===== src/sv/jsof_pkg.sv =====
// shared types and constants for the json object stream framer
// no dependencies; imported by jsof_step and json_object_stream_framer
package jsof_pkg;

  localparam int DEPTH_BITS = 8;
  localparam int COUNT_BITS = 12;
  localparam int MAXP_W     = 12;
  localparam int BYTE_W     = 8;
  localparam int NEST_W     = 8;
  localparam int CMP_W      = ((COUNT_BITS > MAXP_W) ? COUNT_BITS : MAXP_W) + 1;

  localparam int APB_DATA_W = 32;
  localparam int APB_ADDR_W = 3;

  // register index taken from paddr[2]
  localparam logic REG_MAX_PENDING = 1'b0;

  localparam logic [MAXP_W-1:0] MAX_PENDING_RESET = MAXP_W'(1536);

  localparam logic [BYTE_W-1:0] CH_OPEN   = 8'h7B;
  localparam logic [BYTE_W-1:0] CH_CLOSE  = 8'h7D;
  localparam logic [BYTE_W-1:0] CH_QUOTE  = 8'h22;
  localparam logic [BYTE_W-1:0] CH_BSLASH = 8'h5C;

  typedef struct packed {
    logic                  active;
    logic [DEPTH_BITS-1:0] brace_depth;
    logic                  quoted;
    logic                  prev_backslash;
    logic [COUNT_BITS-1:0] pending_count;
  } frame_state_t;

  typedef struct packed {
    logic [BYTE_W-1:0] byte_out;
    logic              in_object;
    logic              object_start;
    logic              object_end;
    logic [NEST_W-1:0] nest_level;
    logic              dropped;
  } frame_result_t;

endpackage


===== src/sv/jsof_step.sv =====
// per-byte framing logic: next frame state and result for one byte
// depends on jsof_pkg
module jsof_step
  import jsof_pkg::*;
(
  input  frame_state_t        state,
  input  logic [BYTE_W-1:0]   data_byte,
  input  logic [MAXP_W-1:0]   max_pending,
  output frame_state_t        state_next,
  output frame_result_t       result
);

  logic [COUNT_BITS:0]   count_inc;
  logic                  over_limit;
  logic                  depth_full;
  logic [DEPTH_BITS-1:0] depth_dec;
  frame_state_t          cleared;

  assign count_inc  = {1'b0, state.pending_count} + (COUNT_BITS+1)'(1);
  assign over_limit = (CMP_W'(count_inc) > CMP_W'(max_pending)) || count_inc[COUNT_BITS];
  assign depth_full = &state.brace_depth;
  assign depth_dec  = state.brace_depth - DEPTH_BITS'(1);
  assign cleared    = '0;

  always_comb begin
    state_next                 = state;
    state_next.pending_count   = count_inc[COUNT_BITS-1:0];
    result.byte_out            = data_byte;
    result.in_object           = 1'b0;
    result.object_start        = 1'b0;
    result.object_end          = 1'b0;
    result.dropped             = 1'b0;

    if (over_limit) begin
      state_next     = cleared;
      result.dropped = 1'b1;
    end else if (!state.active) begin
      if (data_byte == CH_OPEN) begin
        state_next.active         = 1'b1;
        state_next.brace_depth    = DEPTH_BITS'(1);
        state_next.quoted         = 1'b0;
        state_next.prev_backslash = 1'b0;
        result.in_object          = 1'b1;
        result.object_start       = 1'b1;
      end
    end else begin
      result.in_object = 1'b1;
      if (state.quoted) begin
        // the byte after a backslash is taken literally
        if (state.prev_backslash) begin
          state_next.prev_backslash = 1'b0;
        end else if (data_byte == CH_BSLASH) begin
          state_next.prev_backslash = 1'b1;
        end else if (data_byte == CH_QUOTE) begin
          state_next.quoted = 1'b0;
        end
      end else if (data_byte == CH_QUOTE) begin
        state_next.quoted         = 1'b1;
        state_next.prev_backslash = 1'b0;
      end else if (data_byte == CH_OPEN) begin
        if (depth_full) begin
          state_next       = cleared;
          result.in_object = 1'b0;
          result.dropped   = 1'b1;
        end else begin
          state_next.brace_depth = state.brace_depth + DEPTH_BITS'(1);
        end
      end else if (data_byte == CH_CLOSE) begin
        state_next.brace_depth = depth_dec;
        if (depth_dec == '0) begin
          state_next        = cleared;
          result.object_end = 1'b1;
        end
      end
    end

    result.nest_level = NEST_W'(state_next.brace_depth);
  end

endmodule


===== src/sv/json_object_stream_framer.sv =====
// top level of the json object stream framer: state, result registers, apb register
// depends on jsof_pkg and jsof_step
//
// Usage:
//   s_tdata carries one stream byte per request; every accepted byte yields exactly
//   one result on the master side, in order. Each result is registered when its byte is
//   accepted, and the block takes one byte per cycle while the skid register is empty;
//   the per-byte update is a single pass through jsof_step between the frame state
//   registers and the result register.
//   m_tdata holds the byte and the brace depth after it, m_tlast marks the closing
//   brace of an object, m_tuser flags object membership, the opening brace and a drop
//   of a partial object (pending limit or depth overflow).
//   When the receiver stalls, one more result is held in a skid register, so a byte
//   offered in the stall cycle is still taken; s_tready falls only while the skid
//   register is full, and rises again the cycle after the receiver takes a result.
//   Reset clears the framer to idle, empties both result registers and loads
//   max_pending with 1536. max_pending (paddr 0) is to be written over apb only while
//   the stream is idle; the block itself does not enforce this. pready is always high.
module json_object_stream_framer
  import jsof_pkg::*;
(
  input  logic                  clk,
  input  logic                  rst,
  // apb register port
  input  logic                  psel,
  input  logic                  penable,
  input  logic                  pwrite,
  input  logic [APB_ADDR_W-1:0] paddr,
  input  logic [APB_DATA_W-1:0] pwdata,
  output logic [APB_DATA_W-1:0] prdata,
  output logic                  pready,
  // byte input stream
  input  logic                  s_tvalid,
  output logic                  s_tready,
  input  logic [7:0]            s_tdata,   // [7:0] data_byte
  // framed output stream
  output logic                  m_tvalid,
  input  logic                  m_tready,
  output logic [15:0]           m_tdata,   // [7:0] byte_out, [15:8] nest_level
  output logic                  m_tlast,   // object_end
  output logic [2:0]            m_tuser    // [0] in_object, [1] object_start, [2] dropped
);

  logic [MAXP_W-1:0] max_pending;
  frame_state_t      state;
  frame_state_t      state_next;
  frame_result_t     step_result;
  frame_result_t     out_res;
  frame_result_t     skid_res;
  logic              out_valid;
  logic              skid_valid;
  logic              s_fire;
  logic              out_take;
  logic              cfg_write;

  assign pready    = 1'b1;
  assign cfg_write = psel && penable && pwrite && (paddr[2] == REG_MAX_PENDING);
  assign prdata    = (paddr[2] == REG_MAX_PENDING) ? APB_DATA_W'(max_pending) : '0;

  always_ff @(posedge clk) begin
    if (rst) begin
      max_pending <= MAX_PENDING_RESET;
    end else if (cfg_write) begin
      max_pending <= pwdata[MAXP_W-1:0];
    end
  end

  jsof_step u_step (
    .state       (state),
    .data_byte   (s_tdata),
    .max_pending (max_pending),
    .state_next  (state_next),
    .result      (step_result)
  );

  assign s_tready = !skid_valid;
  assign s_fire   = s_tvalid && s_tready;
  assign out_take = !out_valid || m_tready;

  always_ff @(posedge clk) begin
    if (rst) begin
      state <= '0;
    end else if (s_fire) begin
      state <= state_next;
    end
  end

  // output register with one skid entry behind it
  always_ff @(posedge clk) begin
    if (rst) begin
      out_valid  <= 1'b0;
      skid_valid <= 1'b0;
    end else if (out_take) begin
      if (skid_valid) begin
        out_valid  <= 1'b1;
        skid_valid <= 1'b0;
      end else begin
        out_valid <= s_fire;
      end
    end else if (s_fire) begin
      skid_valid <= 1'b1;
    end
  end

  always_ff @(posedge clk) begin
    if (out_take) begin
      if (skid_valid) begin
        out_res <= skid_res;
      end else if (s_fire) begin
        out_res <= step_result;
      end
    end else if (s_fire) begin
      skid_res <= step_result;
    end
  end

  assign m_tvalid = out_valid;
  assign m_tdata  = {out_res.nest_level, out_res.byte_out};
  assign m_tlast  = out_res.object_end;
  assign m_tuser  = {out_res.dropped, out_res.object_start, out_res.in_object};

  // the skid entry only fills behind a held result
  a_skid_behind_out: assert property (@(posedge clk) disable iff (rst)
    skid_valid |-> out_valid)
    else $error("skid entry valid while output register empty");

  // an idle framer sits at depth zero outside any string
  a_idle_clean: assert property (@(posedge clk) disable iff (rst)
    !state.active |-> (state.brace_depth == '0) && !state.quoted && !state.prev_backslash)
    else $error("idle framer holds stale parse state");

  // a drop leaves nothing of the object in the result
  a_drop_result: assert property (@(posedge clk) disable iff (rst)
    (m_tvalid && out_res.dropped) |->
      !out_res.in_object && !out_res.object_end && (out_res.nest_level == '0))
    else $error("dropped byte reported as part of an object");

  // an object end returns the framer to idle
  a_end_idle: assert property (@(posedge clk) disable iff (rst)
    (s_fire && step_result.object_end) |=> !state.active && (state.pending_count == '0))
    else $error("framer still active after object end");

endmodule


===== config.mk =====
export PLATFORM = sky130hd
export DESIGN_NAME = json_object_stream_framer
export DESIGN_NICKNAME = d
export VERILOG_FILES = /design/src/sv/jsof_pkg.sv /design/src/sv/jsof_step.sv /design/src/sv/json_object_stream_framer.sv
export SDC_FILE = /design/constraint.sdc
export NUM_CORES = 1
export LEC_CHECK = 0
export ABC_CLOCK_PERIOD_IN_PS = 3470
export BUFFER_PORTS_ARGS = -buffer_cell sky130_fd_sc_hd__buf_4
export CAP_MARGIN = 10
export CORE_MARGIN = 2
export CORE_UTILIZATION = 33
export DETAILED_ROUTE_END_ITERATION = 6
export SYNTH_ARGS = -nofsm -noshare
export SYNTH_HDL_FRONTEND = slang
export SYNTH_SLANG_ARGS = --single-unit

===== constraint.sdc =====
create_clock -name clk -period 3.47 [get_ports clk]
set_input_delay 0.347 -clock clk [delete_from_list [all_inputs] [get_ports clk]]
set_output_delay 0.347 -clock clk [all_outputs]
set_load 0.02 [all_outputs]

==> results.toml, run 1 <==
[clocking]
numCtsBuffers = 9
cts_max_path_buffers = 2
root_buffer = "clkbuf_16"
clkLatencyLatePin_ns = 0.34
cts_sinks = 77
clk_pin_slew_ns = 0.06
cts_max_level = 3
cts_tree = "yes"

[floorplan]
fp.dieW_um = 125
ios = 105
initial_core_util_pct = 33.4
rows = 44
dieArea_um2 = 15600
core_um2 = 14400
die_y_um = 125

[yosys]
avgSynthCellArea_um2 = 8.87
synth.most_common_cell = "nand2_1"
yosysTopAreaCellShare_pct = 24.9
synth_async_sr_flop_share_pct = 0
netlist_top_cells_count = "61 x nand2_1, 40 x edfxtp_1, 39 x nor2_1"
synthTopCellsByArea = "edfxtp_1 25%, dfxtp_1 15%, nand2_1 4.7%, ha_1 4.1%, buf_4 3.7%"
syn_area_um2 = 4820
synthCells = 544
synth-seq-area-share_pct = 40.2
synth_edf_count = 40
synth_top_cell_by_area = "edfxtp_1"
yosysWarnings = 0
synth_ff_type = "edfxtp_1"
ys_ff_latch = 77
synthDistinctLibCells = 75

[power_and_ir_drop]
intPower_mw = 1.62
p_sw_share_pct = 24.2
p_clk_share_pct = 44.0
cellLeakagePower_nw = 2.11
p_switching_uw = 516
combPwrFrac_pct = 9.5
peakVddDrop_v = 0.000242
p_total_mw = 2.13
p_seq_share_pct = 46.6
powerDensity_nw_per_um2 = 373

[routing]
dr.pass1.iters = 7
wl_per_cell_um = 15.6
vias_per_cell = 5.31
first_iter_violations = 268
drc = 0
totalWireLength_um = 12100
detail-route-antenna-nets = 0
num_vias = 4130

[setup_path]
critPathLaunch = "state[0]"
crit_path_max_incr_delay_ns = 0.39
critPathArrivalTime_ns = 3.37
crit_slowest_cell = "dfxtp_2"
critPathLaunchType = "flop"
crit_chain = "ha_2 -> nand3_2 -> nor2_2 -> nand4_1 -> xnor2_1 -> ha_1 -> o21ai_0 -> o21bai_1 -> and2_1 -> o2bb2ai_4 -> buf_4 -> clkbuf_16 -> and3_1 -> mux2_2"
cp_top_family = "simple AND/OR/NAND/NOR gates"
critPathMaxFanout = 15
path_buf_inv = 2
critical_path_required_ns = 3.56
end_kind = "flop"
crit-reg2reg-launch = "state[0]"
crit_type = "flop to flop"

[hold_path]
min-delay-start = "pwdata[10]"
hold_path_class = "primary input to flop"

[sta]
period_minus_slack_ns = 3.28
relSlewSlack_pct = 41.9
slew_violations = 0
skew_ns = 0.0180
fmax_mhz = 305
timing_hold_violations_final = 0
setup_viol_count_final = 0
worst-slew-pin-transition_ns = 0.872
final.period_utilization_pct = 94.5
tns_ns = 0
rsz0062_at_grt = "no"

[final_layout]
num-nets-final = 655
drive_gt1_share_pct = 20.5
multiInputGateArea_um2 = 2590
n_antenna_cell = 0
area_delta_synth_final_pct = 18.6
seq_area_um2 = 1940
fill_cells = 1429

[grt]
grt_max_degree = 40
grt_antenna_before_repair = 0
grt_first_pass_wirelength_um = 19600
grt.total_usage_pct = 15.4
gr-total-overflow = 0
grt_pass1_vias = 3896

[place]
numPortBuffers = 61
gp_congestion = 0.940
dp_hpwl_um = 8680

[job]
drv_cap = 0

[status]
status = "completed"
-- path summary, 6_finish.rpt --
kind	slack, ns	to	cells after the start
worst max-delay path	0.19	m_tlast	14
worst min-delay path	0.21	max_pending[10]	2
worst max register to register	0.19	m_tlast	14
worst min register to register	0.45	max_pending[8]	2
-- registers in the layout, summed over array words and instances (netlist names) --
register / count
m_tdata: 16
m_tlast: 1
m_tuser: 3
m_tvalid: 1
max_pending: 12
skid_res: 20
skid_valid: 1
state: 23
-- worst reg2reg max path: stages, from the launching register on --
cell and delay [ns]:
dfxtp_2 0.39, ha_2 0.24, nand3_2 0.15, nor2_2 0.18, nand4_1 0.13, xnor2_1 0.18
ha_1 0.33, o21ai_0 0.08, o21bai_1 0.26, and2_1 0.23, o2bb2ai_4 0.09, buf_4 0.17
clkbuf_16 0.16, and3_1 0.18, mux2_2 0.27
-- final cells by class --
class / count / area share (%)
Clock buffer: 11 / 4.07
Clock inverter: 5 / 1.03
Inverter: 23 / 1.51
Multi-Input combinational cell: 404 / 45.2
Sequential cell: 77 / 34.0
Tap cell: 184 / 4.02
Timing Repair Buffer: 74 / 10.2
-- stage by stage --
step / area [µm²] / hold slack [ns] / instances / setup WS (ns) / util (%)
final: 5720 / 0.213 / 778 / 0.191 / 39.7
after global routing: 5720 / 0.208 / 778 / 0.000690 / 39.7
after CTS: 5650 / 0.201 / 776 / 0.00429 / 39.1
after detailed placement: 5350 / 0.447 / 760 / 0.0597 / 37.1
after global placement: 5350 / 0.443 / 760 / 0.138 / 37.1
after floorplan: 4900 / 0.432 / 563 / 0.439 / -
-- metal layers --
layer,track usage [%],part of all wire [%]
met2,26.2,49
met3,3.57,6.6
met4,5.16,1.9
met5,0,0
met1,19.2,43
-- cell families after synthesis --
| group | count (synthesis) | synth area share, % |
|---|---|---|
| other cells | 2 | 0.156 |
| compound gates | 117 | 16.8 |
| simple gates | 222 | 24.2 |
| flops | 77 | 40.2 |
| buf+inv | 82 | 8.66 |
| fa+ha+maj | 16 | 4.15 |
| xor+xnor | 14 | 2.54 |
| mux | 14 | 3.19 |
-- placed cells by master, fill, tap and decap left out, types with 16 or more instances in the layout --
cell type and count:
dfxtp_1 35, edfxtp_1 40, nor2_1 38, conb_1 21
a21oi_1 33, nand3_1 27, o21ai_0 16, nand2_1 60
nand4_1 23, buf_4 72, inv_1 23
-- power by group through the flow --
stage               Sequential, mW  Combinational [mW]  Clock, mW
global placement              1.01               0.197          0
global route                 0.997               0.220       1.00
finish                       0.994               0.202      0.938
detailed placement            1.01               0.201          0
CTS                          0.994               0.202      0.962
floorplan                     1.03               0.119          0
-- timing repair --
action / 4_1_cts / 5_1_grt
hold buffers: 0 / 0
resized for setup: 0 / 11
setup buffers: 0 / 1
setup endpoints to repair: 0 / 30
Note: power is estimated with default switching activity, not from simulation.
==> run 2: changes to the inputs <==
RECOVER_POWER = 25   (was default)
==> run 2 against run 1 <==
Count of clock-buffer cells in the layout stayed put. Non-clock buffer count stayed put. Core utilization is 0.68 points lower. Cell area is 1.7% lower. Clock power hardly changed. Routed wire length is 0.27% lower. Via count is 0.22% lower. Critical path type unchanged. Largest power group unchanged. Highest routed layer unchanged.
==> results.toml, run 2 (synthesis gave the netlist of run 1 again) <==
[status]
status = "completed"

[sta]
tns_ns = 0
final.period_utilization_pct = 94.4
setup_viol_count_final = 0
skew_ns = 0.0163
hold_ws_ns = 0.213
timing_hold_violations_final = 0
rsz0062_at_grt = "no"
fmax_mhz = 305
period_minus_slack_ns = 3.28
slew_violations = 0
relSlewSlack_pct = 27.3
worst-slew-pin-transition_ns = 1.09

[setup_path]
critPathMaxFanout = 15
cp_top_family = "simple AND/OR/NAND/NOR gates"
critical_path_required_ns = 3.56
critPathLaunchType = "flop"
end_kind = "flop"
path_buf_inv = 2
crit_chain = "ha_2 -> nand3_2 -> nor2_2 -> nand4_1 -> xnor2_1 -> ha_1 -> o21ai_0 -> o21bai_1 -> and2_1 -> o2bb2ai_4 -> buf_4 -> clkbuf_16 -> and3_1 -> mux2_2"
crit_path_max_incr_delay_ns = 0.39
critPathArrivalTime_ns = 3.37
crit_slowest_cell = "dfxtp_2"
crit_type = "flop to flop"

[grt]
grt_antenna_before_repair = 0
grt_max_degree = 40
gr-total-overflow = 0
grt_first_pass_wirelength_um = 19600
grt_pass1_vias = 3896
grt.total_usage_pct = 15.4

[clocking]
clk_pin_slew_ns = 0.06
clkLatencyLatePin_ns = 0.34
numCtsBuffers = 9
cts_max_level = 3
cts_max_path_buffers = 2
cts_tree = "yes"
root_buffer = "clkbuf_16"
cts_sinks = 77

[final_layout]
largest_register_ffs = 23
num-nets-final = 655
drive_gt1_share_pct = 16.2
design_area_um2 = 5630
regMostFlops = "state"
instances_no_fill = 778
utilization_pct = 39.0
layout_commonest_cell = "nand2_1"
n_antenna_cell = 0
area_delta_synth_final_pct = 16.6
layout_common_cells = "60 x nand2_1, 46 x buf_4, 40 x edfxtp_1"

[floorplan]
ios = 105
dieArea_um2 = 15600
initial_core_util_pct = 33.4
rows = 44
fp.dieW_um = 125
core_um2 = 14400
die_y_um = 125

[power_and_ir_drop]
powerDensity_nw_per_um2 = 376
peakVddDrop_v = 0.000239
cellLeakagePower_nw = 2.01

[routing]
dr.pass1.iters = 6
wl_per_cell_um = 15.6
vias_per_cell = 5.30
drc = 0
num_vias = 4121
first_iter_violations = 280
totalWireLength_um = 12100
detail-route-antenna-nets = 0

[hold_path]
hold_path_class = "primary input to flop"

[place]
dp_hpwl_um = 8680
placed_cell_area_um2 = 5350
gp_congestion = 0.940
dp_cells = 760
numPortBuffers = 61

[job]
drv_cap = 0
-- run 2: changes by cell type in the layout (fill, tap and decap cells not counted) --
cell	change
clkbuf_1	+26
buf_4	-26
-- run 2: routing by layer --
layer | routed length [µm] | vias to the layer above | share of wire [%] | GRT usage, %
li1 | - | 2035 | - | -
met1 | 5220 | 1920 | 43 | 19.2
met2 | 5850 | 144 | 48 | 26.2
met3 | 771 | 22 | 6.4 | 3.57
met4 | 262 | 0 | 2.2 | 5.16
met5 | 0 | - | 0 | 0
-- run 2: power by group --
group | switching [mW] | total, mW | internal [mW]
Clock | 0.377 | 0.935 | 0.559
Combinational | 0.127 | 0.188 | 0.0609
Sequential | 0.00952 | 0.993 | 0.984
Total | 0.513 | 2.12 | 1.60
-- run 2: worst paths after layout --
path                   start         endpoint  slack, ns  cells past startpoint
setup / recovery    state[0]          m_tlast       0.19                     14
hold / removal    pwdata[10]  max_pending[10]       0.21                      2
setup reg to reg    state[0]          m_tlast       0.19                     14
hold reg to reg    state[11]        state[11]       0.45                      2
-- run 2: stage by stage --
stage	power, mW	setup WS [ns]
after floorplan	1.15	0.439
after global placement	1.21	0.138
after detailed placement	1.21	0.0597
after CTS	2.16	0.00429
after global routing	2.20	0.000690
final	2.12	0.194
-- run 2: area by class of cell --
| type | instances | area, µm² |
|---|---|---|
| inverter | 23 | 86.3 |
| timing repair buffer | 74 | 488 |
| fill | 1446 | 8800 |
| multi-input combinational | 404 | 2590 |
| sequential | 77 | 1940 |
| clock inverter | 5 | 58.8 |
| tap | 184 | 230 |
| clock buffer | 11 | 233 |
-- run 2: repair_timing --
item	4_1_cts	5_1_grt
buffers inserted	0	1
hold buffers	0	0
endpoints found under the setup margin	0	30
gates resized for setup	0	11
-- run 2: worst reg2reg max path: cells and delay by family (launching register included) --
| kind | cells | cell delay [ns] |
|---|---|---|
| AOI/OAI and AO/OA | 3 | 0.43 |
| xor gates and xnor gates | 1 | 0.18 |
| adders and majority gates | 2 | 0.57 |
| buffers and inverters | 2 | 0.33 |
| DFF | 1 | 0.39 |
| muxes | 1 | 0.27 |
| and+or+nand+nor | 5 | 0.86 |
